==> src/hdl/spc_pkg.sv <==
// Shared types, constants and CORDIC tables for the scan polar-to-Cartesian converter.
`timescale 1ns / 1ps

package spc_pkg;

   // Item field widths
   localparam int BEAM_BITS  = 11;
   localparam int RSAMP_BITS = 16;
   localparam int POS_BITS   = 17;

   // Configuration port
   localparam int CSR_IDX_BITS  = 3;
   localparam int CSR_DATA_BITS = 16;

   typedef enum logic [CSR_IDX_BITS-1:0] {
      CSR_START_ANGLE = 3'd0,
      CSR_STEP_ANGLE  = 3'd1,
      CSR_NUM_STEPS   = 3'd2,
      CSR_MAX_RANGE   = 3'd3
   } spc_csr_type;

   typedef struct packed {
      logic [15:0]        start_angle;
      logic signed [15:0] step_angle;
      logic [11:0]        num_steps;
      logic [15:0]        max_range;
   } spc_cfg_type;

   // Flags that travel alongside each item down the pipe
   typedef struct packed {
      logic flip;
      logic clamped;
      logic index_error;
   } spc_tag_type;

   // CORDIC
   localparam int CORDIC_ITERS = 28;
   localparam int Z_BITS       = 34;
   localparam int GAIN_BITS    = 30;
   localparam logic [GAIN_BITS-1:0] GAIN_INV_Q30 = 30'd652032874;

   // atan(2^-i) in 2^32 units per turn
   localparam logic [31:0] ATAN_TURN [CORDIC_ITERS] = '{
      32'd536870912, 32'd316933406, 32'd167458907, 32'd85004756,
      32'd42667331,  32'd21354465,  32'd10679838,  32'd5340245,
      32'd2670163,   32'd1335087,   32'd667544,    32'd333772,
      32'd166886,    32'd83443,     32'd41722,     32'd20861,
      32'd10430,     32'd5215,      32'd2608,      32'd1304,
      32'd652,       32'd326,       32'd163,       32'd81,
      32'd41,        32'd20,        32'd10,        32'd5
   };

endpackage

==> src/hdl/spc_cell.sv <==
// One CORDIC rotation cell: a fixed shift and angle constant, registered toward its neighbor.
`timescale 1ns / 1ps

module spc_cell #(
   parameter int STAGE      = 0,
   parameter int RANGE_BITS = 16,
   localparam int DW        = RANGE_BITS + 32
) (
   input  logic                              clock,
   input  logic                              reset,
   input  logic                              up_valid,
   output logic                              up_ready,
   input  logic signed [DW-1:0]              up_x,
   input  logic signed [DW-1:0]              up_y,
   input  logic signed [spc_pkg::Z_BITS-1:0] up_z,
   input  logic [RANGE_BITS-1:0]             up_r,
   input  spc_pkg::spc_tag_type              up_tag,
   output logic                              dn_valid,
   input  logic                              dn_ready,
   output logic signed [DW-1:0]              dn_x,
   output logic signed [DW-1:0]              dn_y,
   output logic signed [spc_pkg::Z_BITS-1:0] dn_z,
   output logic [RANGE_BITS-1:0]             dn_r,
   output spc_pkg::spc_tag_type              dn_tag
);
   import spc_pkg::*;

   localparam logic signed [Z_BITS-1:0] TURN = Z_BITS'(ATAN_TURN[STAGE]);

   logic signed [DW-1:0]     dx, dy;
   logic                     valid_ff, valid_in;
   logic signed [DW-1:0]     x_ff, x_in;
   logic signed [DW-1:0]     y_ff, y_in;
   logic signed [Z_BITS-1:0] z_ff, z_in;
   logic [RANGE_BITS-1:0]    r_ff, r_in;
   spc_tag_type              tag_ff, tag_in;

   assign up_ready = !valid_ff || dn_ready;

   // arithmetic shifts round toward minus infinity
   assign dx = up_y >>> STAGE;
   assign dy = up_x >>> STAGE;

   always_comb begin
      valid_in = valid_ff;
      x_in     = x_ff;
      y_in     = y_ff;
      z_in     = z_ff;
      r_in     = r_ff;
      tag_in   = tag_ff;
      if (up_ready) begin
         valid_in = up_valid;
         r_in     = up_r;
         tag_in   = up_tag;
         if (!up_z[Z_BITS-1]) begin
            x_in = up_x - dx;
            y_in = up_y + dy;
            z_in = up_z - TURN;
         end else begin
            x_in = up_x + dx;
            y_in = up_y - dy;
            z_in = up_z + TURN;
         end
      end
   end

   always_ff @(posedge clock) begin
      if (reset) begin
         valid_ff <= 1'b0;
      end else begin
         valid_ff <= valid_in;
      end
      x_ff   <= x_in;
      y_ff   <= y_in;
      z_ff   <= z_in;
      r_ff   <= r_in;
      tag_ff <= tag_in;
   end

   assign dn_valid = valid_ff;
   assign dn_x     = x_ff;
   assign dn_y     = y_ff;
   assign dn_z     = z_ff;
   assign dn_r     = r_ff;
   assign dn_tag   = tag_ff;

endmodule

==> config.mk <==
export PLATFORM = sky130hd
export DESIGN_NAME = spc_cell
export DESIGN_NICKNAME = d
export VERILOG_FILES = /design/src/hdl/spc_pkg.sv /design/src/hdl/spc_cell.sv
export SDC_FILE = /design/constraint.sdc
export NUM_CORES = 1
export LEC_CHECK = 0
export ABC_CLOCK_PERIOD_IN_PS = 10900
export BUFFER_PORTS_ARGS = -buffer_cell sky130_fd_sc_hd__buf_2
export CAP_MARGIN = 5
export CORE_UTILIZATION = 39
export DETAILED_ROUTE_END_ITERATION = 8
export GPL_TIMING_DRIVEN = 0
export PLACE_DENSITY_LB_ADDON = 0.25
export SLEW_MARGIN = 20
export SYNTH_ARGS = -nofsm -noshare
export SYNTH_HDL_FRONTEND = slang
export SYNTH_SLANG_ARGS = --single-unit
==> constraint.sdc <==
create_clock -name clock -period 10.9 [get_ports clock]
set_input_delay 1.09 -clock clock [delete_from_list [all_inputs] [get_ports clock]]
set_output_delay 1.09 -clock clock [all_outputs]
set_load 0.005 [all_outputs]
==> impl_metrics.ini <==
[outcome]
status = finished clean

[critical_path]
end_kind = register
arrival_ns = 4.65
crit_type = in -> reg
ff2ff_setup_slack_ns = 9.37
crit_path_start_kind = input pin
reg2reg_depth = 2
critPathRequiredTime_ns = 11.09
critPathMaxFanout = 10

[cells_and_area]
layout_commonest_cell = buf_2
final_cell_mix = 326 x buf_2, 193 x a21oi_1, 148 x edfxtp_1
utilization_pct = 47.8
final_cell_area_um2 = 16700
nets = 2234
fillCellCount = 3509
regArea_um2 = 4460
drive_gt1_share_pct = 21.8
multi_input_area_um2 = 8460
syn_to_final_growth_pct = 19.3

[global_routing]
grt_max_degree = 59
grt_pass1_vias = 13100
antenna_found_initial = 1
grtUsageTotal_pct = 29.9
grt_overflow_total = 0
grt_pass1_wl_mm = 80.6

[floorplan]
start_util_pct = 40.1
num_io_pins = 304
core_area_um2 = 34900
die_w_um = 191
die_h_um = 191
rows = 68
die_area_um2 = 36600

[clocking]
cts_hold_buf = 0
cts-htree-levels = 4
clockRootBuffer = clkbuf_16
cts_setup_buffers = 0
clk_latency_ns = 0.46
clock_sinks = 149
cts_tree = done
cts-resized-gates = 0
cts-buffers-inserted = 17
clkTransAtPathRegs_ns = 0.07
cts_buffer_depth = 2

[yosys]
yosysWarnings = 0
synth_area_leaders = edfxtp_1 32%, ha_1 13%, a21oi_1 6.9%
syn_area_per_cell_um2 = 8.68
post-synth-top-area-cell = edfxtp_1
synth-edff-count = 148
async_flop_share_pct = 0
ys_seq_area_share_pct = 32.0
synth_seq_cells = 149
syn_inst = 1609
synth_top_area_share_pct = 31.8
netlist-cell-type-count = 93
syn-num-nets = 1910
synthFlopType = edfxtp_1
syn_area_um2 = 14000

[sta]
hold_viol_final = 0
setup_violations = 0
hold-worst-slack_ns = 0.793
rsz0062_at_grt = no
final.period_utilization_pct = 40.9
slew_headroom_pct = 12.4
setup_tns_ns = 0
slew_viol_final = 0
worst_pin_slew_ns = 1.30
max_freq_ghz = 0.224
fin_crit_ns = 4.46
skew_ns = 0.0160

[power_and_ir_drop]
power_density_nw_per_um2 = 130
power.leakage_nw = 7.45
ir_drop_mv = 0.122

[drt]
drtPass1Iterations = 6
ant_nets = 0
via_count = 13900
wire_per_inst_um = 23.1
drcViolationCount = 0
via_per_inst = 5.79
drtIter0Drc = 1281
totalWireLength_mm = 55.6

[placement]
postPlaceCellArea_um2 = 16100
place_congestion = 0.988
io_buffers = 303
place_hpwl_mm = 45.3

[min_path]
hp-class = in -> reg
holdPathStages = 2

[run]
max_cap_violations = 0
==> critical path: stages <==
cell and delay, ns:
buf_2 0.11, inv_1 0.04, ha_1 0.31, buf_2 0.20, nor4_1 0.43, nand3_1 0.26, a21oi_1 0.42, a311oi_1 0.23
a211oi_1 0.79, o21ai_1 0.28, o211ai_1 0.27, or3_1 0.14, nand2_1 0.06
==> stage by stage <==
stage | setup WS [ns] | total power (W) | instances
after floorplan | 5.10 | 0.00126 | 1609
after global placement | 3.02 | 0.00159 | 2367
after detailed placement | 6.18 | 0.00159 | 2369
after CTS | 6.64 | 0.00217 | 2401
after global routing | 6.30 | 0.00228 | 2401
final | 6.44 | 0.00217 | 2402
==> cell type report <==
type	count	area share, %
clock inverter	15	0.721
multi-input combinational	1235	50.7
clock buffer	17	2.55
buffer	76	2.96
tap	455	3.42
sequential	149	26.8
inverter	149	3.39
timing repair buffer	305	9.43
antenna	1	0.0150
==> cell families (layout without fill, tap and decap cells) <==
group,after synthesis,in the layout,synth area share (%)
simple gates,418,418,14.4
buf+inv,225,562,7.57
compound gates,548,548,24.8
mux,28,28,2.01
xor+xnor,93,93,5.83
other cells,0,1,0
fa+ha+maj,148,148,13.5
flops,149,149,32.0
==> synth_stat cells (all sizes together) (21+ instances only) <==
cell type,number
a211oi,21
a21o,42
a21oi,194
buf,49
clkbuf,26
edfxtp,148
ha,144
inv,148
mux2i,28
nand2,104
nand3,34
nor2,141
nor2b,23
nor3,22
nor4,24
o21ai,124
o21bai,33
xnor2,74
==> path summary, 6_finish.rpt <==
| check | from | endpoint |
|---|---|---|
| worst max register to register | dn_valid | dn_y[28] |
| worst min register to register | dn_valid | dn_valid |
| worst max-delay path | up_x[15] | dn_y[46] |
| worst min-delay path | reset | dn_valid |
==> flip-flops by register name, indices dropped and copies added (netlist names) <==
| name | cells |
|---|---|
| dn_r | 16 |
| dn_tag | 3 |
| dn_y | 47 |
| dn_x | 48 |
| dn_valid | 1 |
| dn_z | 34 |
==> layer usage <==
layer	share of wire, %	up-vias	track usage [%]
li1	-	6466	-
met1	44	6638	39.8
met2	45	729	47.4
met3	8.2	83	6.35
met4	3.2	0	10.9
met5	0	-	0
==> power by group <==
part           internal, W  total, W  switching (W)
Sequential        0.000755  0.000779      0.0000244
Clock             0.000297  0.000575       0.000279
Combinational     0.000302  0.000814       0.000512
Total              0.00135   0.00217       0.000815
No activity file was read; power rests on OpenSTA's default activity.
