[src/hdl/spc_pkg.sv]
// Shared types, constants and CORDIC tables for the scan polar-to-Cartesian converter.
`timescale 1ns / 1ps

package spc_pkg;

   // Item field widths
   localparam int BEAM_BITS  = 11;
   localparam int RSAMP_BITS = 16;
   localparam int POS_BITS   = 17;

   // Configuration port
   localparam int CSR_IDX_BITS  = 3;
   localparam int CSR_DATA_BITS = 16;

   typedef enum logic [CSR_IDX_BITS-1:0] {
      CSR_START_ANGLE = 3'd0,
      CSR_STEP_ANGLE  = 3'd1,
      CSR_NUM_STEPS   = 3'd2,
      CSR_MAX_RANGE   = 3'd3
   } spc_csr_type;

   typedef struct packed {
      logic [15:0]        start_angle;
      logic signed [15:0] step_angle;
      logic [11:0]        num_steps;
      logic [15:0]        max_range;
   } spc_cfg_type;

   // Flags that travel alongside each item down the pipe
   typedef struct packed {
      logic flip;
      logic clamped;
      logic index_error;
   } spc_tag_type;

   // CORDIC
   localparam int CORDIC_ITERS = 28;
   localparam int Z_BITS       = 34;
   localparam int GAIN_BITS    = 30;
   localparam logic [GAIN_BITS-1:0] GAIN_INV_Q30 = 30'd652032874;

   // atan(2^-i) in 2^32 units per turn
   localparam logic [31:0] ATAN_TURN [CORDIC_ITERS] = '{
      32'd536870912, 32'd316933406, 32'd167458907, 32'd85004756,
      32'd42667331,  32'd21354465,  32'd10679838,  32'd5340245,
      32'd2670163,   32'd1335087,   32'd667544,    32'd333772,
      32'd166886,    32'd83443,     32'd41722,     32'd20861,
      32'd10430,     32'd5215,      32'd2608,      32'd1304,
      32'd652,       32'd326,       32'd163,       32'd81,
      32'd41,        32'd20,        32'd10,        32'd5
   };

endpackage

[src/hdl/spc_rsp_if.sv]
// Result channel: Cartesian point and status flags with valid/ready.
`timescale 1ns / 1ps

interface spc_rsp_if;
   logic                                valid;
   logic                                ready;
   logic signed [spc_pkg::POS_BITS-1:0] x_pos;
   logic signed [spc_pkg::POS_BITS-1:0] y_pos;
   logic                                clamped;
   logic                                index_error;

   modport source (output valid, output x_pos, output y_pos, output clamped,
                   output index_error, input ready);
   modport sink   (input valid, input x_pos, input y_pos, input clamped,
                   input index_error, output ready);
endinterface

[src/hdl/spc_back.sv]
// Back end: round to millimetres, saturate to the range, unfold and hold the result item.
`timescale 1ns / 1ps

module spc_back #(
   parameter int RANGE_BITS = 16,
   localparam int DW        = RANGE_BITS + 32
) (
   input  logic                  clock,
   input  logic                  reset,
   input  logic                  up_valid,
   output logic                  up_ready,
   input  logic signed [DW-1:0]  up_x,
   input  logic signed [DW-1:0]  up_y,
   input  logic [RANGE_BITS-1:0] up_r,
   input  spc_pkg::spc_tag_type  up_tag,
   spc_rsp_if.source             rsp
);
   import spc_pkg::*;

   localparam int OW = RANGE_BITS + 2;
   localparam logic signed [DW-1:0] HALF = DW'(64'd1 << 29);

   // round Q30 to nearest, clip to [-lim, lim], negate for folded angles
   function automatic logic signed [OW-1:0] finish(input logic signed [DW-1:0] v,
                                                   input logic [RANGE_BITS-1:0] r,
                                                   input logic neg);
      logic signed [DW-1:0] sh;
      logic signed [OW-1:0] q;
      logic signed [OW-1:0] lim;
      sh  = (v + HALF) >>> 30;
      q   = sh[OW-1:0];
      lim = $signed({2'b00, r});
      if (q > lim) begin
         q = lim;
      end else if (q < -lim) begin
         q = -lim;
      end
      if (neg) begin
         q = -q;
      end
      return q;
   endfunction

   logic signed [OW-1:0]       xr, yr;
   logic                       valid_ff, valid_in;
   logic signed [POS_BITS-1:0] x_ff, x_in;
   logic signed [POS_BITS-1:0] y_ff, y_in;
   logic                       clamped_ff, clamped_in;
   logic                       index_error_ff, index_error_in;

   assign up_ready = !valid_ff || rsp.ready;
   assign xr       = finish(up_x, up_r, up_tag.flip);
   assign yr       = finish(up_y, up_r, up_tag.flip);

   always_comb begin
      valid_in       = valid_ff;
      x_in           = x_ff;
      y_in           = y_ff;
      clamped_in     = clamped_ff;
      index_error_in = index_error_ff;
      if (up_ready) begin
         valid_in       = up_valid;
         index_error_in = up_tag.index_error;
         if (up_tag.index_error) begin
            // beam outside the scan: zero point, no clamp report
            x_in       = '0;
            y_in       = '0;
            clamped_in = 1'b0;
         end else begin
            x_in       = POS_BITS'(xr);
            y_in       = POS_BITS'(yr);
            clamped_in = up_tag.clamped;
         end
      end
   end

   always_ff @(posedge clock) begin
      if (reset) begin
         valid_ff <= 1'b0;
      end else begin
         valid_ff <= valid_in;
      end
      x_ff           <= x_in;
      y_ff           <= y_in;
      clamped_ff     <= clamped_in;
      index_error_ff <= index_error_in;
   end

   assign rsp.valid       = valid_ff;
   assign rsp.x_pos       = x_ff;
   assign rsp.y_pos       = y_ff;
   assign rsp.clamped     = clamped_ff;
   assign rsp.index_error = index_error_ff;

endmodule

[src/flat_wrapper.sv]
// flat-port wrapper written by rule: the top's interface ports become plain ports
module spc_back_flat import spc_pkg::*;
#(
   parameter int RANGE_BITS = 16,
   localparam int DW        = RANGE_BITS + 32
)
  (clock, reset, up_valid, up_ready, up_x, up_y, up_r, up_tag, rsp_valid, rsp_x_pos, rsp_y_pos, rsp_clamped, rsp_index_error, rsp_ready);
  spc_rsp_if rsp_i ();
  input  logic clock;
  input  logic reset;
  input  logic up_valid;
  output logic up_ready;
  input  logic signed [DW-1:0] up_x;
  input  logic signed [DW-1:0] up_y;
  input  logic [RANGE_BITS-1:0] up_r;
  input  spc_pkg::spc_tag_type up_tag;
  output wire logic [$bits(rsp_i.valid)-1:0] rsp_valid;
  output wire logic [$bits(rsp_i.x_pos)-1:0] rsp_x_pos;
  output wire logic [$bits(rsp_i.y_pos)-1:0] rsp_y_pos;
  output wire logic [$bits(rsp_i.clamped)-1:0] rsp_clamped;
  output wire logic [$bits(rsp_i.index_error)-1:0] rsp_index_error;
  input wire logic [$bits(rsp_i.ready)-1:0] rsp_ready;
  assign rsp_valid = rsp_i.valid;
  assign rsp_x_pos = rsp_i.x_pos;
  assign rsp_y_pos = rsp_i.y_pos;
  assign rsp_clamped = rsp_i.clamped;
  assign rsp_index_error = rsp_i.index_error;
  assign rsp_i.ready = rsp_ready;
  spc_back #(.RANGE_BITS(RANGE_BITS)) u_core (.clock(clock), .reset(reset), .up_valid(up_valid), .up_ready(up_ready), .up_x(up_x), .up_y(up_y), .up_r(up_r), .up_tag(up_tag), .rsp(rsp_i));
endmodule
[config.mk]
export PLATFORM = sky130hd
export DESIGN_NAME = spc_back_flat
export DESIGN_NICKNAME = d
export VERILOG_FILES = /design/src/hdl/spc_pkg.sv /design/src/hdl/spc_rsp_if.sv /design/src/hdl/spc_back.sv /design/src/flat_wrapper.sv
export SDC_FILE = /design/constraint.sdc
export NUM_CORES = 1
export LEC_CHECK = 0
export BUFFER_PORTS_ARGS = -buffer_cell sky130_fd_sc_hd__buf_2
export CAP_MARGIN = 5
export CELL_PAD_IN_SITES_DETAIL_PLACEMENT = 2
export CELL_PAD_IN_SITES_GLOBAL_PLACEMENT = 2
export CORE_ASPECT_RATIO = 1.25
export CORE_UTILIZATION = 33
export DETAILED_ROUTE_END_ITERATION = 8
export MAX_ROUTING_LAYER = met4
export PLACE_DENSITY_LB_ADDON = 0.08
export SLEW_MARGIN = 5
export SYNTH_ARGS = -nofsm -noshare
export SYNTH_HDL_FRONTEND = slang
export SYNTH_SLANG_ARGS = --single-unit
[constraint.sdc]
create_clock -name clock -period 15.9 [get_ports clock]
set_clock_uncertainty 0.05 [all_clocks]
set_input_delay 2.385 -clock clock [delete_from_list [all_inputs] [get_ports clock]]
set_output_delay 2.385 -clock clock [all_outputs]
set_load 0.01 [all_outputs]
==> impl_summary.log, run 1 <==
[metrics] Max Fclk: 0.111 GHz
[metrics] Seq cells post-synth: 37
[metrics] most used flip-flop cell after synthesis: sky130_fd_sc_hd__edfxtp_1
[metrics] slew at the pin closest to its max-slew limit: 1.07 ns
[metrics] minimum clock period after layout: 9.03 ns
[metrics] GRT overflow: 0
[metrics] detailed placement HPWL: 18600 microns
[metrics] type of element capturing the critical path: flip-flop
[metrics] sequential cell area: 1100 sq um
[metrics] sequential cell area fraction in the yosys report: 19.3%
[metrics] # Max-Cap Violations: 0
[metrics] total track usage: 25.7%
[metrics] number of synthesized flops with an enable pin: 36
[metrics] final slew viol count: 0
[metrics] number of setup violations in the final report: 0
[metrics] relative contribution of combinational cells to total power: 47.3%
[metrics] power per standard cell area: 63.4 nW/um^2
[metrics] count of antenna-violating nets left after detailed routing: 0
[metrics] Hold Path Depth: 2
[metrics] I/O Pins: 157
[metrics] P_sw: 160 uW
[metrics] final-layout setup total negative slack: 0 ns
[metrics] TritonRoute pass-1 iters: 4
[metrics] area of the die: 17800 sq um
[metrics] final layout net count: 974
[metrics] number of gates resized after cts: 0
[metrics] endpoint required time on the critical path: 15.87 ns
[metrics] status: completed
[metrics] hold-fix buffer count after cts: 0
[metrics] FF-to-FF path depth: 1
[metrics] Worst Path Max Fanout: 21
[metrics] Synthesized Nets: 892
[metrics] internal power: 252 uW
[metrics] die height: 149 microns
[metrics] n_diodes: 0
[metrics] count of buffers added by post-CTS timing repair for setup: 0
[metrics] iteration-0 DRC count of the detailed router: 253
[metrics] antenna violations before repair: 0
[metrics] proportion of layout cells with a drive suffix above 1: 16.4%
[metrics] leakage power of the design: 0.00280 uW
[metrics] DR WL/cell: 21.6 microns
[metrics] clock net sink count: 37
[metrics] final core occ: 38.6%
[metrics] worst slew margin relative to its limit: 27.4%
[metrics] switching share of power: 38.8%
[metrics] number of fillers in the final layout: 1994
[metrics] clock root buffer: sky130_fd_sc_hd__clkbuf_16
[metrics] via count of the first global-routing pass: 6480
[metrics] clock network fraction of design power: 22.2%
[metrics] post-detailed-route DRC marker count: 0
[metrics] signal arrival time at the worst endpoint: 9.00 ns
[metrics] row cnt: 53
[metrics] H-tree depth: 2
[metrics] wire length of the first global-routing pass: 34500 microns
[metrics] total routed wirelength: 21900 microns
[metrics] Clock Latency Late Sink: 0.28 ns
[metrics] initial cell density of the core: 33.8%
[metrics] power share of the sequential group: 30.5%
[metrics] peak supply drop: 0.0358 mV
[metrics] synthesized netlist cell count: 710
[metrics] via count normalized by instance count: 5.87
[metrics] core footprint: 16800 sq um
[metrics] Startpoint Class: input pin
[metrics] overall via count from detail_route: 5945
[metrics] post-CTS clock slew at the launch and capture registers of the worst setup and hold paths: 0.05 ns
[metrics] number of synthesis warnings: 0
[metrics] endpoints failing hold: 0
[metrics] GP Congestion: 0.961
[metrics] growth of design area from synthesis to finish: 14.1%
[metrics] clock tree from TritonCTS: done
[metrics] count of buffers from port buffering: 98
[metrics] pin count of the biggest net entering global routing: 42
[metrics] setup repair after global routing missed its margin: no
[metrics] share of async-settable or async-resettable flops after synthesis: 0%
[metrics] area of the multi-input gates: 4290 sq um
[metrics] Worst Path Class, Setup: in -> reg
[metrics] mean instance size in the synthesized netlist: 8.02 sq um
[metrics] period utilisation layout: 56.8%
[metrics] die width: 120 microns
[metrics] CTS buffer count: 5
[metrics] netlist area before placement: 5700 sq um
[metrics] Cell variety after synth: 74
[metrics] path type of the worst min-delay path: reg -> reg
[metrics] Longest Clk Path Bufs: 2
## cells in the final DEF, fill, tap and decap left out, drive strengths merged, types with 5 or more instances in the layout
master	n
o31ai	9
or4	9
nand4	29
o211ai	5
a21o	10
ha	63
clkbuf	6
inv	48
nand2	46
edfxtp	36
o41ai	7
a211oi	12
mux2i	13
o21ai	31
nor3	16
a211o	7
o31a	7
xnor2	52
o32ai	5
nor2b	7
o21a	6
a31oi	7
nor2	76
xor2	27
nand3	28
nand2b	8
buf	100
a21oi	38
nor4	14
or3	6
## path summary, 6_finish.rpt
path	from	to	slack, ns
max	up_r[1]	u_core.rsp.y_pos[15]	6.87
min	u_core.rsp.valid	u_core.rsp.valid	1.05
max reg2reg	u_core.rsp.valid	u_core.rsp.x_pos[7]	14.54
min reg2reg	u_core.rsp.valid	u_core.rsp.valid	1.05
## power groups by stage
stage,clock [uW],combinational [uW],sequential [uW]
6_report,91.3,195,126
5_1_grt,95.9,215,127
4_1_cts,93.3,196,126
3_5_place_dp,0,194,128
3_3_place_gp,0,184,127
2_1_floorplan,0,115,136
## worst max-delay path: stages
cell                       delay (ns)
sky130_fd_sc_hd__buf_2           0.16
sky130_fd_sc_hd__inv_1           0.21
sky130_fd_sc_hd__ha_1            0.26
sky130_fd_sc_hd__nor4b_2         0.54
sky130_fd_sc_hd__nand2_1         0.25
sky130_fd_sc_hd__or4_1           0.64
sky130_fd_sc_hd__or3_1           0.40
sky130_fd_sc_hd__inv_1           0.15
sky130_fd_sc_hd__ha_1            0.16
sky130_fd_sc_hd__nand4_1         0.23
sky130_fd_sc_hd__a211oi_1        0.36
sky130_fd_sc_hd__and2_1          0.68
sky130_fd_sc_hd__nor2_1          0.30
sky130_fd_sc_hd__o311ai_0        0.96
sky130_fd_sc_hd__o21ai_0         0.32
sky130_fd_sc_hd__or3_1           0.41
sky130_fd_sc_hd__o31a_1          0.28
sky130_fd_sc_hd__mux2_4          0.31
## state kept, by name (all words and copies together) (netlist names)
signal	flops
u_core.rsp.y_pos	17
u_core.rsp.x_pos	17
u_core.rsp.valid	1
u_core.rsp.index_error	1
u_core.rsp.clamped	1
## metrics by stage
step	std cells	hold slack (ns)	cell area, sq um	power (uW)	setup slack, ns
after floorplan	710	1.39	5700	251	8.40
after global placement	1005	1.04	6360	311	7.04
after detailed placement	1005	1.10	6360	322	6.82
after CTS	1013	1.11	6500	415	7.08
after global routing	1013	1.18	6500	438	6.47
final	1013	1.05	6500	412	6.87
## metal layers
layer  share of wire [%]  vias to the layer above  wire [microns]  global-route usage, %
li1                    -                     2825               -                      -
met1                  40                     2946            8770                   28.3
met2                  53                      119           11500                   46.9
met3                 3.3                       55             712                   1.57
met4                 4.1                        0             888                   12.5
met5                   0                        -               0                      -
## cells by family after synthesis
| kind of cell | synth area share, % |
|---|---|
| AOI/OAI and AO/OA | 21.3 |
| xor gates and xnor gates | 12.6 |
| adders and majority gates | 14.0 |
| buffers and inverters | 5.38 |
| DFF | 19.3 |
| muxes | 3.14 |
| and+or+nand+nor | 24.2 |
## synth_stat cells, types with 4 or more instances
master | n | area, sq um
sky130_fd_sc_hd__nor3_1 | 15 | 75.1
sky130_fd_sc_hd__nor4_1 | 14 | 87.6
sky130_fd_sc_hd__a31oi_1 | 7 | 43.8
sky130_fd_sc_hd__o211ai_1 | 5 | 37.5
sky130_fd_sc_hd__a211oi_1 | 11 | 82.6
sky130_fd_sc_hd__nand3_1 | 28 | 140
sky130_fd_sc_hd__or3_1 | 6 | 37.5
sky130_fd_sc_hd__nand2b_1 | 8 | 50.1
sky130_fd_sc_hd__or4_4 | 4 | 45.0
sky130_fd_sc_hd__nor2_1 | 76 | 285
sky130_fd_sc_hd__a21oi_1 | 38 | 190
sky130_fd_sc_hd__o31a_1 | 7 | 61.3
sky130_fd_sc_hd__nand2_1 | 46 | 173
sky130_fd_sc_hd__o31ai_1 | 9 | 67.6
sky130_fd_sc_hd__a22oi_1 | 4 | 30.0
sky130_fd_sc_hd__inv_1 | 48 | 180
sky130_fd_sc_hd__xor2_1 | 27 | 236
sky130_fd_sc_hd__nand4_1 | 29 | 181
sky130_fd_sc_hd__clkbuf_1 | 18 | 67.6
sky130_fd_sc_hd__xnor2_1 | 50 | 438
sky130_fd_sc_hd__o41ai_1 | 7 | 61.3
sky130_fd_sc_hd__a21o_1 | 10 | 75.1
sky130_fd_sc_hd__nor2b_1 | 7 | 43.8
sky130_fd_sc_hd__and4_1 | 4 | 35.0
sky130_fd_sc_hd__o21a_1 | 5 | 37.5
sky130_fd_sc_hd__and3_1 | 4 | 25.0
sky130_fd_sc_hd__edfxtp_1 | 36 | 1080
sky130_fd_sc_hd__o21ai_0 | 30 | 150
sky130_fd_sc_hd__or4_1 | 5 | 37.5
sky130_fd_sc_hd__a211o_1 | 7 | 61.3
sky130_fd_sc_hd__ha_1 | 63 | 788
sky130_fd_sc_hd__o32ai_1 | 5 | 43.8
sky130_fd_sc_hd__mux2i_1 | 13 | 130
## final cells by class
cell class / instances / area share (%)
Sequential cell: 37 / 16.9
Clock buffer: 6 / 1.98
Multi-Input combinational cell: 598 / 66.0
Clock inverter: 2 / 0.154
Inverter: 50 / 2.89
Tap cell: 220 / 4.23
Timing Repair Buffer: 100 / 7.78
No activity file was read; power rests on OpenSTA's default activity.
==> run 2, diff against run 1 <==
--- a/config.mk
+++ b/config.mk
@@ -5,12 +5,13 @@
 export SDC_FILE = /design/constraint.sdc
 export NUM_CORES = 1
 export LEC_CHECK = 0
+export ABC_AREA = 1
 export BUFFER_PORTS_ARGS = -buffer_cell sky130_fd_sc_hd__buf_2
 export CAP_MARGIN = 5
 export CELL_PAD_IN_SITES_DETAIL_PLACEMENT = 2
 export CELL_PAD_IN_SITES_GLOBAL_PLACEMENT = 2
 export CORE_ASPECT_RATIO = 1.25
-export CORE_UTILIZATION = 33
+export CORE_UTILIZATION = 26
 export DETAILED_ROUTE_END_ITERATION = 8
 export MAX_ROUTING_LAYER = met4
 export PLACE_DENSITY_LB_ADDON = 0.08
==> constraint.sdc (replaced) <==
create_clock -name clock -period 8.3 [get_ports clock]
set_clock_uncertainty 0.05 [all_clocks]
set_input_delay 1.245 -clock clock [delete_from_list [all_inputs] [get_ports clock]]
set_output_delay 1.245 -clock clock [all_outputs]
set_load 0.01 [all_outputs]
==> run 2 against run 1 <==
Sequential share of layout area fell by 1.7 points; final area rose by 12%; sequential power is 88% higher; flip-flop and latch count unchanged; register-to-register slack lost 7.4 ns; largest power group unchanged; power increased by 99%.
==> impl_summary.log, run 2 <==
[metrics] number of fillers in the final layout: 2982 (+50%)
[metrics] clock root buffer: sky130_fd_sc_hd__clkbuf_16
[metrics] final-layout setup total negative slack: 0 ns (unchanged)
[metrics] total track usage: 20.4% (-5.3 points)
[metrics] kind of cell with the highest combined delay on the critical path: simple AND/OR/NAND/NOR gates
[metrics] Crit path largest cell delay: 0.58 ns (-0.38 ns)
[metrics] iteration-0 DRC count of the detailed router: 139 (-45%)
[metrics] least setup slack across all paths after layout: 2.04 ns (-4.83 ns)
[metrics] I/O Pins: 157 (unchanged)
[metrics] TritonRoute pass-1 iters: 4 (unchanged)
[metrics] peak supply drop: 0.0807 mV (+130%)
[metrics] clock tree from TritonCTS: done
[metrics] die height: 176 microns (+18%)
[metrics] most common cell after layout, fill and taps aside: sky130_fd_sc_hd__nand2_1
[metrics] worst flop-to-flop path startpoint: u_core.rsp.valid
[metrics] Crit-path slowest cell: sky130_fd_sc_hd__nor3_1
[metrics] number of synthesized flops with an enable pin: 36 (unchanged)
[metrics] setup repair after global routing missed its margin: no
[metrics] Final Hold Slack: 0.816 ns (-0.238 ns)
[metrics] CTS buffer count: 5 (unchanged)
[metrics] count of buffers from port buffering: 98 (unchanged)
[metrics] endpoints failing hold: 0 (unchanged)
[metrics] hold-fix buffer count after cts: 0 (unchanged)
[metrics] most used flip-flop cell after synthesis: sky130_fd_sc_hd__edfxtp_1
[metrics] antenna violations before repair: 0 (unchanged)
[metrics] detailed placement HPWL: 20900 microns (+13%)
[metrics] mean instance size in the synthesized netlist: 6.31 sq um (-21%)
[metrics] DR WL/cell: 17.0 microns (-21%)
[metrics] Cell variety after synth: 47 (-36%)
[metrics] sequential cell area: 1100 sq um (unchanged)
[metrics] Startpoint Class: input pin
[metrics] dominant cell by count in the synthesized netlist: sky130_fd_sc_hd__nand2_1
[metrics] Clock Latency Late Sink: 0.28 ns (about the same)
[metrics] end of the critical path: u_core.rsp.x_pos[12]
[metrics] post-CTS clock slew at the launch and capture registers of the worst setup and hold paths: 0.06 ns (about the same)
[metrics] netlist area before placement: 6300 sq um (+11%)
[metrics] proportion of layout cells with a drive suffix above 1: 19.4% (+3.0 points)
[metrics] # Max-Cap Violations: 0 (unchanged)
[metrics] area of the die: 24900 sq um (+40%)
[metrics] synthesized netlist cell count: 998 (+41%)
[metrics] via count of the first global-routing pass: 6979 (+7.7%)
[metrics] final slew viol count: 0 (unchanged)
[metrics] leakage power of the design: 0.00384 uW (+37%)
[metrics] worst slew margin relative to its limit: 34.2% (+6.7 points)
[metrics] wire length of the first global-routing pass: 38000 microns (+10%)
[metrics] die width: 141 microns (+18%)
[metrics] number of setup violations in the final report: 0 (unchanged)
[metrics] largest area contributor in the synthesized netlist: sky130_fd_sc_hd__nand2_1
[metrics] via count normalized by instance count: 4.76 (-19%)
[metrics] n_diodes: 0 (unchanged)
[metrics] FF-to-FF path depth: 2 (+1)
[metrics] post-detailed-route DRC marker count: 0 (unchanged)
[metrics] area fraction of the dominant cell type after synthesis: 19.5% (+0.57 points)
[metrics] GP Congestion: 0.832 (-13%)
[metrics] H-tree depth: 2 (unchanged)
[metrics] total routed wirelength: 24100 microns (+9.9%)
[metrics] status: completed
[metrics] number of gates resized after cts: 0 (unchanged)
[metrics] number of synthesis warnings: 0 (unchanged)
[metrics] leading cell types in the layout, fill and taps excluded: sky130_fd_sc_hd__nand2_1 (327), sky130_fd_sc_hd__nor2_1 (104), sky130_fd_sc_hd__inv_1 (102), sky130_fd_sc_hd__buf_2 (98), sky130_fd_sc_hd__nand3_1 (93)
[metrics] Worst Path Class, Setup: in -> reg
[metrics] Placement Setup Slack: 1.67 ns (-5.14 ns)
[metrics] period utilisation layout: 75.5%
[metrics] growth of design area from synthesis to finish: 15.1%
[metrics] type of element capturing the critical path: flip-flop
[metrics] critical path launch point: up_r[1]
[metrics] Worst Path Max Fanout: 18 (-14%)
[metrics] initial cell density of the core: 26.5% (-7.3 points)
[metrics] destination of the worst register-to-register timing path: u_core.rsp.y_pos[11]
[metrics] sequential cell area fraction in the yosys report: 17.5% (-1.8 points)
[metrics] minimum clock period after layout: 6.26 ns
[metrics] Synthesized Nets: 1180 (+32%)
[metrics] area of the multi-input gates: 4650 sq um (+8.3%)
[metrics] most frequent cells after synthesis: sky130_fd_sc_hd__nand2_1 (328), sky130_fd_sc_hd__nor2_1 (104), sky130_fd_sc_hd__inv_1 (102)
[metrics] count of buffers added by post-CTS timing repair for setup: 0 (unchanged)
[metrics] worst setup slack for register-to-register paths: 7.10 ns (-7.44 ns)
[metrics] overall via count from detail_route: 6724 (+13%)
[metrics] Seq cells post-synth: 37 (unchanged)
[metrics] count of antenna-violating nets left after detailed routing: 0 (unchanged)
[metrics] power per standard cell area: 113 nW/um^2 (+79%)
[metrics] pin count of the biggest net entering global routing: 39 (-7.1%)
[metrics] core footprint: 23700 sq um (+41%)
[metrics] GRT overflow: 0 (unchanged)
[metrics] Crit. path cell count: 29 (+11)
[metrics] signal arrival time at the worst endpoint: 6.25 ns (-2.75 ns)
[metrics] row cnt: 63 (+19%)
[metrics] clock net sink count: 37 (unchanged)
[metrics] endpoint required time on the critical path: 8.29 ns (-7.58 ns)
[metrics] total power: 822 uW (+99%)
[metrics] share of async-settable or async-resettable flops after synthesis: 0% (unchanged)
[metrics] most area-consuming cells after synthesis: sky130_fd_sc_hd__nand2_1 (20%), sky130_fd_sc_hd__edfxtp_1 (17%), sky130_fd_sc_hd__ha_1 (13%)
[metrics] path type of the worst min-delay path: reg -> reg
[metrics] Max Fclk: 0.160 GHz
[metrics] slew at the pin closest to its max-slew limit: 0.987 ns (-0.0883 ns)
[metrics] number of buffers and inverters on the critical path: 4 (+1)
[metrics] Longest Clk Path Bufs: 2 (unchanged)
[metrics] final layout net count: 1270 (+30%)
-- run 2: cell types whose count changed in the layout (fill, tap and decap cells not counted), sizes merged, moves of 9 or more --
cell,before,now
nor4,14,1
a21oi,38,49
nor2,76,132
mux2i,13,0
nand3,28,109
a211oi,12,2
nand2,46,369
o21ai,31,21
xnor2,52,10
or4,9,0
o31ai,9,0
inv,48,116
nand4,29,12
-- run 2: how the worst min path moves through the flow --
stage,startpoint,end,slack [ns],cells after the start
global placement,u_core.rsp.valid,u_core.rsp.valid,0.81,3
finish,u_core.rsp.valid,u_core.rsp.valid,0.82,3
global route,u_core.rsp.valid,u_core.rsp.x_pos[11],0.89,2
floorplan,reset,u_core.rsp.valid,1.26,1
CTS,u_core.rsp.valid,u_core.rsp.valid,0.85,3
detailed placement,u_core.rsp.valid,u_core.rsp.valid,0.84,3
-- run 2: layer usage --
| layer | vias to the layer above | track usage (%) | share of wire, % |
|---|---|---|---|
| li1 | 3409 | - | - |
| met1 | 3223 | 24.9 | 45 |
| met2 | 82 | 37.7 | 52 |
| met3 | 10 | 0.624 | 1.9 |
| met4 | 0 | 3.44 | 0.80 |
| met5 | - | - | 0 |
-- run 2: power breakdown --
group          switching, uW  leakage (uW)  internal, uW
sequential              4.76      0.000406           232
combinational            271       0.00336           127
clock                   67.8     0.0000712           120
total                    344       0.00384           478
-- run 2: logic make-up after synthesis --
| kind of cell | share of synthesized area, % |
|---|---|
| xor gates and xnor gates | 4.71 |
| and+or+nand+nor | 48.6 |
| DFF | 17.5 |
| adders and majority gates | 12.5 |
| buffers and inverters | 8.74 |
| AOI/OAI and AO/OA | 8.01 |
-- run 2: through the flow --
step | instance area (sq um) | instances | util (%)
floorplan | 6300 | 998 | -
global placement | 7100 | 1406 | 29.9
detailed placement | 7100 | 1406 | 29.9
CTS | 7250 | 1414 | 30.5
global route | 7250 | 1414 | 30.5
finish | 7250 | 1414 | 30.5
-- run 2: layout make-up --
class	count	area share (%)
multi-input cells	827	64.1
flip-flops and latches	37	15.2
repair buffers	100	6.97
inverters	117	6.06
well taps	325	5.61
clock buffers	8	2.02
-- run 2: worst min-delay path, cell delays in order (launching register included) --
cell and delay [ns]:
sky130_fd_sc_hd__dfxtp_1 0.33, sky130_fd_sc_hd__nand2_2 0.05, sky130_fd_sc_hd__buf_4 0.27, sky130_fd_sc_hd__a21oi_1 0.17
