### src/hdl/spc_pkg.sv
// Shared types, constants and CORDIC tables for the scan polar-to-Cartesian converter.
`timescale 1ns / 1ps

package spc_pkg;

   // Item field widths
   localparam int BEAM_BITS  = 11;
   localparam int RSAMP_BITS = 16;
   localparam int POS_BITS   = 17;

   // Configuration port
   localparam int CSR_IDX_BITS  = 3;
   localparam int CSR_DATA_BITS = 16;

   typedef enum logic [CSR_IDX_BITS-1:0] {
      CSR_START_ANGLE = 3'd0,
      CSR_STEP_ANGLE  = 3'd1,
      CSR_NUM_STEPS   = 3'd2,
      CSR_MAX_RANGE   = 3'd3
   } spc_csr_type;

   typedef struct packed {
      logic [15:0]        start_angle;
      logic signed [15:0] step_angle;
      logic [11:0]        num_steps;
      logic [15:0]        max_range;
   } spc_cfg_type;

   // Flags that travel alongside each item down the pipe
   typedef struct packed {
      logic flip;
      logic clamped;
      logic index_error;
   } spc_tag_type;

   // CORDIC
   localparam int CORDIC_ITERS = 28;
   localparam int Z_BITS       = 34;
   localparam int GAIN_BITS    = 30;
   localparam logic [GAIN_BITS-1:0] GAIN_INV_Q30 = 30'd652032874;

   // atan(2^-i) in 2^32 units per turn
   localparam logic [31:0] ATAN_TURN [CORDIC_ITERS] = '{
      32'd536870912, 32'd316933406, 32'd167458907, 32'd85004756,
      32'd42667331,  32'd21354465,  32'd10679838,  32'd5340245,
      32'd2670163,   32'd1335087,   32'd667544,    32'd333772,
      32'd166886,    32'd83443,     32'd41722,     32'd20861,
      32'd10430,     32'd5215,      32'd2608,      32'd1304,
      32'd652,       32'd326,       32'd163,       32'd81,
      32'd41,        32'd20,        32'd10,        32'd5
   };

endpackage

### src/hdl/spc_front.sv
// Front end: beam angle, range clamp, quadrant fold and gain-scaled start vector.
`timescale 1ns / 1ps

module spc_front #(
   parameter int MAX_BEAMS  = 2048,
   parameter int ANGLE_BITS = 16,
   parameter int RANGE_BITS = 16,
   localparam int DW        = RANGE_BITS + 32
) (
   input  logic                                clock,
   input  logic                                reset,
   input  spc_pkg::spc_cfg_type                cfg,
   input  logic                                up_valid,
   output logic                                up_ready,
   input  logic [spc_pkg::BEAM_BITS-1:0]       beam_index,
   input  logic [spc_pkg::RSAMP_BITS-1:0]      range_sample,
   output logic                                dn_valid,
   input  logic                                dn_ready,
   output logic signed [DW-1:0]                dn_x,
   output logic signed [spc_pkg::Z_BITS-1:0]   dn_z,
   output logic [RANGE_BITS-1:0]               dn_r,
   output spc_pkg::spc_tag_type                dn_tag
);
   import spc_pkg::*;

   localparam logic [16:0] MAXB = 17'(MAX_BEAMS);

   // stage A: angle and clamp
   logic [16:0]            beams;
   logic [31:0]            rs_wide;
   logic [RANGE_BITS-1:0]  r_raw;
   logic signed [28:0]     prod_a;
   logic [47:0]            sum_a;
   logic                   ready_a;
   logic                   valid_a_ff, valid_a_in;
   logic [RANGE_BITS-1:0]  r_a_ff, r_a_in;
   logic [ANGLE_BITS-1:0]  ang_a_ff, ang_a_in;
   spc_tag_type            tag_a_ff, tag_a_in;

   // stage B: fold and start vector
   logic [31:0]                   a32_b;
   logic [31:0]                   a32_fold;
   logic                          flip_b;
   logic [RANGE_BITS+GAIN_BITS-1:0] prod_b;
   logic                          ready_b;
   logic                          valid_b_ff, valid_b_in;
   logic signed [DW-1:0]          x_b_ff, x_b_in;
   logic signed [Z_BITS-1:0]      z_b_ff, z_b_in;
   logic [RANGE_BITS-1:0]         r_b_ff, r_b_in;
   spc_tag_type                   tag_b_ff, tag_b_in;

   assign ready_a  = !valid_a_ff || ready_b;
   assign ready_b  = !valid_b_ff || dn_ready;
   assign up_ready = ready_a;

   // effective beam count: zero acts as one, capped at MAX_BEAMS
   always_comb begin
      if (cfg.num_steps == 12'd0) begin
         beams = 17'd1;
      end else if (17'(cfg.num_steps) > MAXB) begin
         beams = MAXB;
      end else begin
         beams = 17'(cfg.num_steps);
      end
   end

   assign rs_wide = 32'(range_sample);
   assign r_raw   = rs_wide[RANGE_BITS-1:0];
   assign prod_a  = $signed({1'b0, beam_index}) * cfg.step_angle;
   assign sum_a   = 48'(cfg.start_angle) + 48'(prod_a);

   always_comb begin
      valid_a_in = valid_a_ff;
      r_a_in     = r_a_ff;
      ang_a_in   = ang_a_ff;
      tag_a_in   = tag_a_ff;
      if (ready_a) begin
         valid_a_in           = up_valid;
         ang_a_in             = sum_a[ANGLE_BITS-1:0];
         tag_a_in.flip        = 1'b0;
         tag_a_in.index_error = (17'(beam_index) >= beams);
         if (33'(r_raw) > 33'(cfg.max_range)) begin
            r_a_in           = RANGE_BITS'(cfg.max_range);
            tag_a_in.clamped = 1'b1;
         end else begin
            r_a_in           = r_raw;
            tag_a_in.clamped = 1'b0;
         end
      end
   end

   // fold the second and third quadrants by half a turn
   assign a32_b    = 32'(ang_a_ff) << (32 - ANGLE_BITS);
   assign flip_b   = a32_b[31] ^ a32_b[30];
   assign a32_fold = {a32_b[31] ^ flip_b, a32_b[30:0]};
   assign prod_b   = r_a_ff * GAIN_INV_Q30;

   always_comb begin
      valid_b_in = valid_b_ff;
      x_b_in     = x_b_ff;
      z_b_in     = z_b_ff;
      r_b_in     = r_b_ff;
      tag_b_in   = tag_b_ff;
      if (ready_b) begin
         valid_b_in    = valid_a_ff;
         x_b_in        = DW'(prod_b);
         z_b_in        = Z_BITS'($signed(a32_fold));
         r_b_in        = r_a_ff;
         tag_b_in      = tag_a_ff;
         tag_b_in.flip = flip_b;
      end
   end

   always_ff @(posedge clock) begin
      if (reset) begin
         valid_a_ff <= 1'b0;
         valid_b_ff <= 1'b0;
      end else begin
         valid_a_ff <= valid_a_in;
         valid_b_ff <= valid_b_in;
      end
      r_a_ff   <= r_a_in;
      ang_a_ff <= ang_a_in;
      tag_a_ff <= tag_a_in;
      x_b_ff   <= x_b_in;
      z_b_ff   <= z_b_in;
      r_b_ff   <= r_b_in;
      tag_b_ff <= tag_b_in;
   end

   assign dn_valid = valid_b_ff;
   assign dn_x     = x_b_ff;
   assign dn_z     = z_b_ff;
   assign dn_r     = r_b_ff;
   assign dn_tag   = tag_b_ff;

endmodule

### config.mk
export PLATFORM = sky130hd
export DESIGN_NAME = spc_front
export DESIGN_NICKNAME = d
export VERILOG_FILES = /design/src/hdl/spc_pkg.sv /design/src/hdl/spc_front.sv
export SDC_FILE = /design/constraint.sdc
export NUM_CORES = 1
export LEC_CHECK = 0
export ABC_AREA = 1
export BUFFER_PORTS_ARGS = -buffer_cell sky130_fd_sc_hd__clkbuf_2
export CAP_MARGIN = 20
export CELL_PAD_IN_SITES_DETAIL_PLACEMENT = 1
export CELL_PAD_IN_SITES_GLOBAL_PLACEMENT = 2
export CORE_MARGIN = 8
export CORE_UTILIZATION = 34
export DETAILED_ROUTE_END_ITERATION = 12
export GPL_TIMING_DRIVEN = 0
export MAX_ROUTING_LAYER = met4
export PLACE_DENSITY_LB_ADDON = 0.12
export REMOVE_ABC_BUFFERS = 1
export SLEW_MARGIN = 5
export SYNTH_ARGS = -nofsm -noshare
export SYNTH_HDL_FRONTEND = slang
export SYNTH_SLANG_ARGS = --single-unit
### constraint.sdc
create_clock -name clock -period 5.1 [get_ports clock]
set_input_delay 1.02 -clock clock [delete_from_list [all_inputs] [get_ports clock]]
set_output_delay 1.02 -clock clock [all_outputs]
set_load 0.02 [all_outputs]
==> impl_metrics.csv, run 1 <==
group,metric,value,unit
status,result_of_the_run,"finished with violations",
status,violations,"negative setup slack",
timing,unrepaired_setup_endpoints_after_global_routing,"yes",
timing,maxSlewViolCount,0,
clock_network,tritoncts,"built",
yosys,synth_area,17700,sq um
clock_network,ctsHtreeMaxLevel,4,
timing,fmaxAchievable,183,MHz
timing,min_period,5.45,ns
yosys,yosys.area_share.xor_xnor,2.13,%
critical_path,critical_path.endpoint_type,"flop",
clock_network,cts-buffers-inserted,17,
yosys,synth_fa_ha_area_share,46.0,%
detailed_routing,drt_first_pass_iters,4,
critical_path,critPathMaxFanout,4,
critical_path,crit_slowest_cell,"sky130_fd_sc_hd__fa_2",
floorplanning,ioPinCount,194,
timing,skew,0.0133,ns
clock_network,cts.root.buffer_cell,"sky130_fd_sc_hd__clkbuf_16",
layout,n_fill_cell,5963,
detailed_routing,drt_drc_violations_left,0,
clock_network,clkTransAtPathRegs,0.06,ns
yosys,post_synth_inst_count,2019,
detailed_routing,ant_nets,0,
critical_path,ff2ff_setup_slack,-0.35,ns
timing,fin_setup_tns,-6.67,ns
critical_path,worst-endpoint-arrival,5.66,ns
grt,grt_remaining_overflow,0,
critical_path,required_time_at_the_endpoint_of_the_critical_path,5.31,ns
layout,number_of_antenna_diodes,0,
detailed_routing,drt-total-wl,57000,microns
yosys,synth.ff_latch_count,114,
floorplanning,design.die.area,59500,sq um
yosys,synth.avg_cell_area,8.75,sq um
layout,layout.cells.most_common_list,"sky130_fd_sc_hd__inv_1 (503), sky130_fd_sc_hd__nand2_1 (334), sky130_fd_sc_hd__fa_1 (247)",
place,io_buffers,174,
timing,period_share,107,%
timing,worst-slew-pin-transition,0.917,ns
grt,initial_antenna_violation_count,0,
floorplanning,dieHeight,244,microns
yosys,yosys_warnings,0,
floorplanning,effective_utilization_at_floorplan,34.4,%
critical_path,timing_worst_setup_path_type,"reg -> reg",
detailed_routing,first_iter_violations,319,
layout,final_layout_size_suffix_gt1_share,29.0,%
critical_path,critPathMostFrequentCell,"sky130_fd_sc_hd__fa_1",
detailed_routing,wire_length_per_cell,19.0,microns
floorplanning,placement_rows,83,
timing,max_slew_margin,38.9,%
critical_path,critical_path.reg2reg.endpoint,"dn_x[37]",
floorplanning,fp.dieW,244,microns
critical_path,cpPeakStageDelay,0.59,ns
clock_network,cts_hold_repair_buffers,0,
clock_network,cts_num_sinks,114,
layout,layout_overhead_on_the_synthesized_area,28.9,%
timing,setup_violations,30,
place,detailedPlacementHpwl,48600,microns
yosys,largest_family_of_logic_cells_by_synthesized_area,"adder cells",
detailed_routing,vias_per_cell,4.63,
yosys,synth_async_sr_flop_share,0,%
layout,register_area,3400,sq um
place,gp_congestion,0.882,
layout,final_common_cell,"sky130_fd_sc_hd__inv_1",
yosys,yosysSeqAreaShare,19.3,%
critical_path,start_kind,"flop",
grt,grt.total_usage,19.6,%
floorplanning,placeableCoreArea,51300,sq um
min_path,hold_path_class,"reg -> reg",
timing,timing.final.hold_violations,0,
yosys,synth_edf_count,112,
min_path,timing.hold.worst_path_depth,0,
clock_network,cts-root-to-sink-buffers,2,
yosys,synth.distinct_cells,42,
layout,nNetsFinal,2890,
yosys,multiplexer_share_of_the_synthesized_area,0,%
yosys,most_used_flip_flop_cell_after_synthesis,"sky130_fd_sc_hd__edfxtp_1",
critical_path,worstRegToRegCells,17,
clock_network,clock_insertion_delay_worst_skew,0.46,ns
grt,grt_max_degree,46,
yosys,synth-simple-area-share,14.3,%
layout,multi_input_comb_area,13800,sq um
layout,final_area,22800,sq um
job,max_capacitance_violation_count,0,
grt,number_of_global_route_vias_before_repair,15400,
critical_path,crit-reg2reg-launch,"r_a_ff[8]",
place,place_area,19200,sq um
timing,crit_path_setup_slack_layout,-0.351,ns
grt,grt_pass1_wl,87100,microns
min_path,min_delay_worst_endpoint,"dn_tag[0]",
critical_path,crit_chain,"buf_6 > fa_1 > fa_1 > inv_1 > fa_1 > fa_1 > fa_2 > fa_2 > inv_2 > ha_4 > nand2_4 > nor2_4 > nand2_2 > o21ai_4 > nand4_1 > nand3_1 > nand2_1",
detailed_routing,vias_after_detailed_routing,13900,
yosys,synth_compound_gate_area_share,5.20,%
min_path,hp-start,"tag_a_ff[0]",
[cell families (layout without fill, tap and decap cells)]
family                     Yosys count  count (layout)
AOI/OAI and AO/OA                  165             165
DFF                                114             114
other                                1              19
buffers and inverters              591             873
xor gates and xnor gates            43              43
and+or+nand+nor                    612             612
adders and majority gates          493             493
[stage by stage]
step | hold slack [ns] | util, % | worst slack (ns) | cells
detailed placement | 0.406 | 37.5 | -1.15 | 2847
floorplan | 0.400 | - | 0.0208 | 1991
global placement | 0.403 | 37.4 | -1.12 | 2845
global route | 0.425 | 44.4 | -0.497 | 2999
CTS | 0.420 | 42.1 | -0.317 | 2961
finish | 0.419 | 44.4 | -0.351 | 2999
[per-layer routing]
metal  vias to the layer above  part of all wire (%)  GRT usage (%)
met5                         -                     0              -
met4                         0                   1.6           4.35
met3                        54                   3.0           2.88
met2                       164                    54           36.1
met1                      6975                    41           22.4
li1                       6695                     -              -
[flip-flops by register name (all words and copies together) (netlist names)]
name / flops
r_a_ff: 16
valid_a_ff: 1
dn_z: 16
dn_r: 16
dn_x: 43
dn_valid: 1
dn_tag: 3
tag_a_ff: 2
ang_a_ff: 16
[synth_stat cells, types with 4 or more instances]
cell                         n  area, sq um
sky130_fd_sc_hd__a31oi_1     6         37.5
sky130_fd_sc_hd__fa_1      260         5200
sky130_fd_sc_hd__xnor2_1    15          131
sky130_fd_sc_hd__xor2_1     28          245
sky130_fd_sc_hd__nand3_1    49          245
sky130_fd_sc_hd__nor3_1      9         45.0
sky130_fd_sc_hd__edfxtp_1  112         3360
sky130_fd_sc_hd__buf_2       9         45.0
sky130_fd_sc_hd__clkbuf_1   13         48.8
sky130_fd_sc_hd__a21o_1      8         60.1
sky130_fd_sc_hd__nand2_1   406         1520
sky130_fd_sc_hd__nand2_2    11         68.8
sky130_fd_sc_hd__nor2_1     98          368
sky130_fd_sc_hd__o21ai_0    52          260
sky130_fd_sc_hd__inv_1     543         2040
sky130_fd_sc_hd__a21oi_1    76          380
sky130_fd_sc_hd__nor2_2      4         25.0
sky130_fd_sc_hd__buf_4      23          173
sky130_fd_sc_hd__ha_1      233         2920
sky130_fd_sc_hd__nand4_1    21          131
sky130_fd_sc_hd__o21ai_1     6         30.0
[critical path: cells and delay by family (launching register included)]
kind / cells / cell delay [ns]
flip-flops: 1 / 0.52
buffers and inverters: 3 / 0.29
AND/OR/NAND/NOR: 6 / 0.73
adder cells (fa/ha/maj): 7 / 3.43
AO/OA/AOI/OAI: 1 / 0.24
[final cells by class]
cell class                      count  share of cell area, %
Tap cell                          680                   3.74
Inverter                          545                   9.05
Clock buffer                       18                   1.88
Sequential cell                   114                   14.9
Clock inverter                     14                  0.995
Timing Repair Buffer              296                   8.63
Multi-Input combinational cell   1332                   60.8
[worst max path at each step]
stage          endpoint        from  slack [ns]
6_report       dn_x[37]   r_a_ff[8]       -0.35
5_1_grt        dn_x[41]  r_a_ff[14]       -0.50
4_1_cts        dn_x[23]   r_a_ff[8]       -0.32
3_5_place_dp   dn_x[44]  r_a_ff[14]       -1.15
3_3_place_gp   dn_x[44]  r_a_ff[13]       -1.12
2_1_floorplan  dn_x[35]   r_a_ff[2]        0.02
[repair_timing]
item | CTS | global route
setup endpoints to repair | 39 | 40
pin swaps | 63 | 114
setup buffers | 82 | 39
gates resized for setup | 275 | 234
Power of run 1 is not shown: default switching activity piles up to over one toggle a cycle in this logic, so the estimate is an artifact.
==> inputs of run 2 (changes only) <==
--- a/config.mk
+++ b/config.mk
@@ -14,7 +14,6 @@
 export CORE_UTILIZATION = 34
 export DETAILED_ROUTE_END_ITERATION = 12
 export GPL_TIMING_DRIVEN = 0
-export MAX_ROUTING_LAYER = met4
 export PLACE_DENSITY_LB_ADDON = 0.12
 export REMOVE_ABC_BUFFERS = 1
 export SLEW_MARGIN = 5
==> impl_metrics.csv, run 2 (synthesis gave the netlist of run 1 again) <==
group,metric,value,unit
status,result_of_the_run,"finished with violations",
status,violations,"negative setup slack",
layout,final_common_cell,"sky130_fd_sc_hd__inv_1",
place,gp_congestion,0.899,
grt,met2_resource_use_gr,35.8,%
clock_network,cts_hold_repair_buffers,0,
critical_path,required_time_at_the_endpoint_of_the_critical_path,5.29,ns
detailed_routing,vias_per_cell,4.64,
clock_network,cts.root.buffer_cell,"sky130_fd_sc_hd__clkbuf_16",
detailed_routing,wire_length_per_cell,18.9,microns
detailed_routing,ant_nets,0,
timing,unrepaired_setup_endpoints_after_global_routing,"yes",
layout,layout.cells.most_common_list,"sky130_fd_sc_hd__inv_1 (513), sky130_fd_sc_hd__nand2_1 (344), sky130_fd_sc_hd__fa_1 (248)",
place,detailedPlacementHpwl,48900,microns
clock_network,clkTransAtPathRegs,0.06,ns
clock_network,clock_insertion_delay_worst_skew,0.46,ns
layout,nNetsFinal,2879,
grt,met1_usage,22.9,%
floorplanning,design.die.area,59500,sq um
floorplanning,fp.dieW,244,microns
timing,maxSlewViolCount,0,
layout,n_fill_cell,5946,
timing,fmaxAchievable,187,MHz
place,place_area,19200,sq um
floorplanning,placeableCoreArea,51300,sq um
detailed_routing,first_iter_violations,413,
grt,initial_antenna_violation_count,0,
clock_network,cts_num_sinks,114,
grt,grt_use_met3,2.10,%
layout,final_area,22500,sq um
layout,number_of_antenna_diodes,0,
grt,number_of_global_route_vias_before_repair,15700,
grt,grt.total_usage,19.0,%
timing,crit_path_setup_slack_layout,-0.260,ns
floorplanning,dieHeight,244,microns
timing,setup_violations,30,
floorplanning,placement_rows,83,
timing,skew,0.0131,ns
critical_path,critical_path.endpoint_type,"flop",
floorplanning,ioPinCount,194,
clock_network,cts-root-to-sink-buffers,2,
place,dp_slack,-1.12,ns
timing,timing.final.hold_violations,0,
critical_path,timing_worst_setup_path_type,"reg -> reg",
timing,max_slew_margin,36.4,%
detailed_routing,drt_drc_violations_left,0,
clock_network,tritoncts,"built",
place,io_buffers,174,
clock_network,ctsHtreeMaxLevel,4,
min_path,hold_path_class,"reg -> reg",
detailed_routing,vias_after_detailed_routing,13900,
critical_path,worst-endpoint-arrival,5.55,ns
critical_path,start_kind,"flop",
job,max_capacitance_violation_count,0,
min_path,timing.hold.worst_path_depth,0,
clock_network,cts-buffers-inserted,17,
layout,final_layout_size_suffix_gt1_share,27.5,%
critical_path,critPathMaxFanout,4,
critical_path,worstRegToRegCells,18,
timing,worst-slew-pin-transition,0.954,ns
grt,grt_max_degree,46,
layout,finish.utilization,43.9,%
detailed_routing,drt_first_pass_iters,4,
layout,layout_overhead_on_the_synthesized_area,27.7,%
grt,grt_pass1_wl,87800,microns
detailed_routing,drt-total-wl,56400,microns
timing,period_share,105,%
timing,min_period,5.36,ns
grt,grt.busiest_layer,"met2",
grt,grt_remaining_overflow,0,
layout,largest_register_ff_count,43,
floorplanning,effective_utilization_at_floorplan,34.4,%
run 2: cell count changes in the layout (fill, tap and decap cells not counted), sizes merged:
cell / delta
clkbuf: -1
buf: -11
clkinvlp: +3
inv: +5
clkinv: -3
bufinv: -4
run 2: final timing paths:
check	slack, ns	start	end
setup reg to reg	-0.26	r_a_ff[3]	dn_x[39]
hold / removal	0.42	ang_a_ff[12]	dn_z[28]
setup / recovery	-0.26	r_a_ff[3]	dn_x[39]
hold reg to reg	0.42	ang_a_ff[12]	dn_z[28]
run 2: area by class of cell:
class / instances / area (sq um) / area share [%]
multi-input cells: 1332 / 13800 / 61.0
flip-flops and latches: 114 / 3400 / 15.1
inverters: 545 / 2060 / 9.13
repair buffers: 285 / 1880 / 8.36
well taps: 680 / 851 / 3.77
clock buffers: 17 / 425 / 1.89
clock inverters: 15 / 164 / 0.727
run 2: metal layers:
metal	routed length (microns)	vias to the layer above
met4	907	0
li1	-	6671
met2	30700	139
met5	0	-
met1	23600	7020
met3	1160	45
run 2: what timing repair did:
action | 4_1_cts | 5_1_grt
endpoints found under the setup margin | 37 | 38
setup buffers | 78 | 33
gates resized for setup | 279 | 196
pin swaps | 75 | 82
run 2: worst max-delay path, stage by stage (launching register included):
cell	delay [ns]
sky130_fd_sc_hd__edfxtp_1	0.55
sky130_fd_sc_hd__fa_2	0.54
sky130_fd_sc_hd__fa_1	0.52
sky130_fd_sc_hd__inv_2	0.05
sky130_fd_sc_hd__fa_1	0.52
sky130_fd_sc_hd__inv_2	0.04
sky130_fd_sc_hd__fa_1	0.53
sky130_fd_sc_hd__inv_1	0.06
sky130_fd_sc_hd__fa_1	0.48
sky130_fd_sc_hd__inv_1	0.05
sky130_fd_sc_hd__fa_1	0.48
sky130_fd_sc_hd__ha_4	0.34
sky130_fd_sc_hd__nand2_4	0.08
sky130_fd_sc_hd__nor2_4	0.10
sky130_fd_sc_hd__nand4_1	0.15
sky130_fd_sc_hd__nor3_2	0.27
sky130_fd_sc_hd__nand3_2	0.15
sky130_fd_sc_hd__nand4_1	0.11
sky130_fd_sc_hd__nand2_1	0.08
run 2: through the flow:
stage | hold slack (ns) | setup TNS (ns) | cells
floorplan | 0.400 | 0 | 1991
global route | 0.425 | -10.19 | 2988
finish | 0.419 | -4.96 | 2988
CTS | 0.422 | -6.96 | 2957
global placement | 0.403 | -31.22 | 2845
detailed placement | 0.407 | -31.72 | 2847
Power of run 2 is left out for the same reason.
==> inputs of run 3 (changes only) <==
--- a/config.mk
+++ b/config.mk
@@ -14,7 +14,7 @@
 export CORE_UTILIZATION = 34
 export DETAILED_ROUTE_END_ITERATION = 12
 export GPL_TIMING_DRIVEN = 0
-export PLACE_DENSITY_LB_ADDON = 0.12
+export PLACE_DENSITY = 0.79
 export REMOVE_ABC_BUFFERS = 1
 export SLEW_MARGIN = 5
 export SYNTH_ARGS = -nofsm -noshare
==> impl_metrics.csv, run 3 (synthesis gave the netlist of run 1 again) <==
group,metric,value,unit
status,result_of_the_run,"finished with violations",
status,violations,"negative setup slack",
layout,final_layout_size_suffix_gt1_share,27.1,%
clock_network,cts.root.buffer_cell,"sky130_fd_sc_hd__clkbuf_16",
timing,crit_path_setup_slack_layout,-0.313,ns
clock_network,clkTransAtPathRegs,0.07,ns
floorplanning,placement_rows,83,
grt,initial_antenna_violation_count,1,
critical_path,start_kind,"flop",
place,detailedPlacementHpwl,48000,microns
timing,maxSlewViolCount,0,
floorplanning,fp.dieW,244,microns
clock_network,ctsHtreeMaxLevel,4,
timing,worst-slew-pin-transition,0.987,ns
place,gp_congestion,0.929,
detailed_routing,drt-total-wl,58400,microns
critical_path,crit_slowest_cell,"sky130_fd_sc_hd__fa_1",
timing,max_slew_margin,34.2,%
layout,final_common_cell,"sky130_fd_sc_hd__inv_1",
critical_path,timing_worst_setup_path_type,"reg -> reg",
layout,finish.utilization,43.7,%
clock_network,tritoncts,"built",
critical_path,critical-path-top-delay-family,"adder cells",
critical_path,worst-endpoint-arrival,5.63,ns
detailed_routing,drt_first_pass_iters,5,
floorplanning,placeableCoreArea,51300,sq um
detailed_routing,first_iter_violations,601,
critical_path,ff2ff_setup_slack,-0.31,ns
floorplanning,effective_utilization_at_floorplan,34.4,%
clock_network,cts_hold_repair_buffers,0,
clock_network,cts-root-to-sink-buffers,2,
critical_path,critical_path.endpoint_type,"flop",
floorplanning,ioPinCount,194,
critical_path,critPathMaxFanout,4,
grt,grt_max_degree,46,
grt,grt_pass1_wl,90400,microns
min_path,hold_path_class,"reg -> reg",
detailed_routing,wire_length_per_cell,19.6,microns
timing,timing.final.hold_violations,0,
layout,layout.cells.most_common_list,"sky130_fd_sc_hd__inv_1 (511), sky130_fd_sc_hd__nand2_1 (336), sky130_fd_sc_hd__fa_1 (248)",
layout,nNetsFinal,2862,
timing,unrepaired_setup_endpoints_after_global_routing,"yes",
critical_path,count_of_buffering_cells_on_the_critical_path_with_inverters_included,6,
timing,period_share,106,%
timing,hold-worst-slack,0.415,ns
clock_network,cts-buffers-inserted,17,
detailed_routing,vias_per_cell,4.73,
grt,number_of_global_route_vias_before_repair,16100,
layout,number_of_antenna_diodes,0,
detailed_routing,ant_nets,0,
timing,setup_violations,31,
critical_path,crit_chain,"buf_4 > ha_4 > inv_1 > fa_1 > inv_1 > fa_1 > fa_1 > fa_1 > inv_1 > fa_1 > inv_1 > ha_4 > nand2_2 > nor2_4 > inv_1 > nor2_4 > nand3_1 > nand3b_1 > nand4_1 > nand2_1",
critical_path,required_time_at_the_endpoint_of_the_critical_path,5.31,ns
grt,grt_remaining_overflow,0,
layout,largest_register_ff_count,43,
floorplanning,dieHeight,244,microns
detailed_routing,vias_after_detailed_routing,14000,
detailed_routing,drt_drc_violations_left,0,
clock_network,cts_num_sinks,114,
layout,layout_overhead_on_the_synthesized_area,27.0,%
grt,grt.total_usage,19.6,%
timing,min_period,5.41,ns
timing,skew,0.0232,ns
clock_network,clock_insertion_delay_worst_skew,0.47,ns
place,io_buffers,174,
floorplanning,design.die.area,59500,sq um
critical_path,cpPeakStageDelay,0.55,ns
job,max_capacitance_violation_count,0,
timing,fmaxAchievable,185,MHz
==> run 3: cell count changes in the layout (fill, tap and decap cells not counted), sizes merged <==
| cell | change |
|---|---|
| clkinvlp | -2 |
| clkinv | +2 |
| bufinv | +1 |
| buf | -16 |
| inv | -1 |
| clkbuf | -1 |
==> run 3: worst paths after layout <==
check | start | end | depth (start not counted)
worst max-delay path | r_a_ff[10] | dn_x[40] | 20
worst min-delay path | ang_a_ff[7] | dn_z[23] | 0
worst max register to register | r_a_ff[10] | dn_x[40] | 20
worst min register to register | ang_a_ff[7] | dn_z[23] | 0
==> run 3: worst reg2reg max path, cell delays in order, from the launching register on <==
cell and delay, ns:
sky130_fd_sc_hd__edfxtp_1 0.51, sky130_fd_sc_hd__buf_4 0.21, sky130_fd_sc_hd__ha_4 0.30, sky130_fd_sc_hd__inv_1 0.06
sky130_fd_sc_hd__fa_1 0.55, sky130_fd_sc_hd__inv_1 0.10, sky130_fd_sc_hd__fa_1 0.53, sky130_fd_sc_hd__fa_1 0.45
sky130_fd_sc_hd__fa_1 0.51, sky130_fd_sc_hd__inv_1 0.05, sky130_fd_sc_hd__fa_1 0.49, sky130_fd_sc_hd__inv_1 0.07
sky130_fd_sc_hd__ha_4 0.32, sky130_fd_sc_hd__nand2_2 0.10, sky130_fd_sc_hd__nor2_4 0.16, sky130_fd_sc_hd__inv_1 0.10
sky130_fd_sc_hd__nor2_4 0.14, sky130_fd_sc_hd__nand3_1 0.08, sky130_fd_sc_hd__nand3b_1 0.24, sky130_fd_sc_hd__nand4_1 0.13
sky130_fd_sc_hd__nand2_1 0.06
==> run 3: through the flow <==
stage / TNS [ns] / cells / area, sq um / setup WS [ns]
2_1_floorplan: 0 / 1991 / 17500 / 0.0208
3_3_place_gp: -33.70 / 2845 / 19200 / -1.10
3_5_place_dp: -34.91 / 2847 / 19200 / -1.10
4_1_cts: -4.11 / 2955 / 21900 / -0.274
5_1_grt: -10.61 / 2971 / 22400 / -0.452
6_report: -6.11 / 2971 / 22400 / -0.313
==> run 3: layer usage <==
layer	GRT usage, %	vias to the layer above	routed length (microns)
li1	-	6635	-
met1	24.2	7128	25000
met2	34.8	226	30100
met3	3.44	56	2040
met4	5.26	0	1180
met5	0	-	0
==> run 3: cell type report <==
| class | count | area, sq um |
|---|---|---|
| Clock inverter | 15 | 171 |
| Tap cell | 680 | 851 |
| Inverter | 545 | 2050 |
| Multi-Input combinational cell | 1332 | 13700 |
| Clock buffer | 17 | 425 |
| Sequential cell | 114 | 3400 |
| Timing Repair Buffer | 268 | 1800 |
| Fill cell | 5944 | 28900 |
==> run 3: timing repair <==
action / in CTS / in global routing
pin swaps: 114 / 62
resized for setup: 361 / 120
buffers inserted: 76 / 17
endpoints found under the setup margin: 38 / 38
Power of run 3 is left out for the same reason.
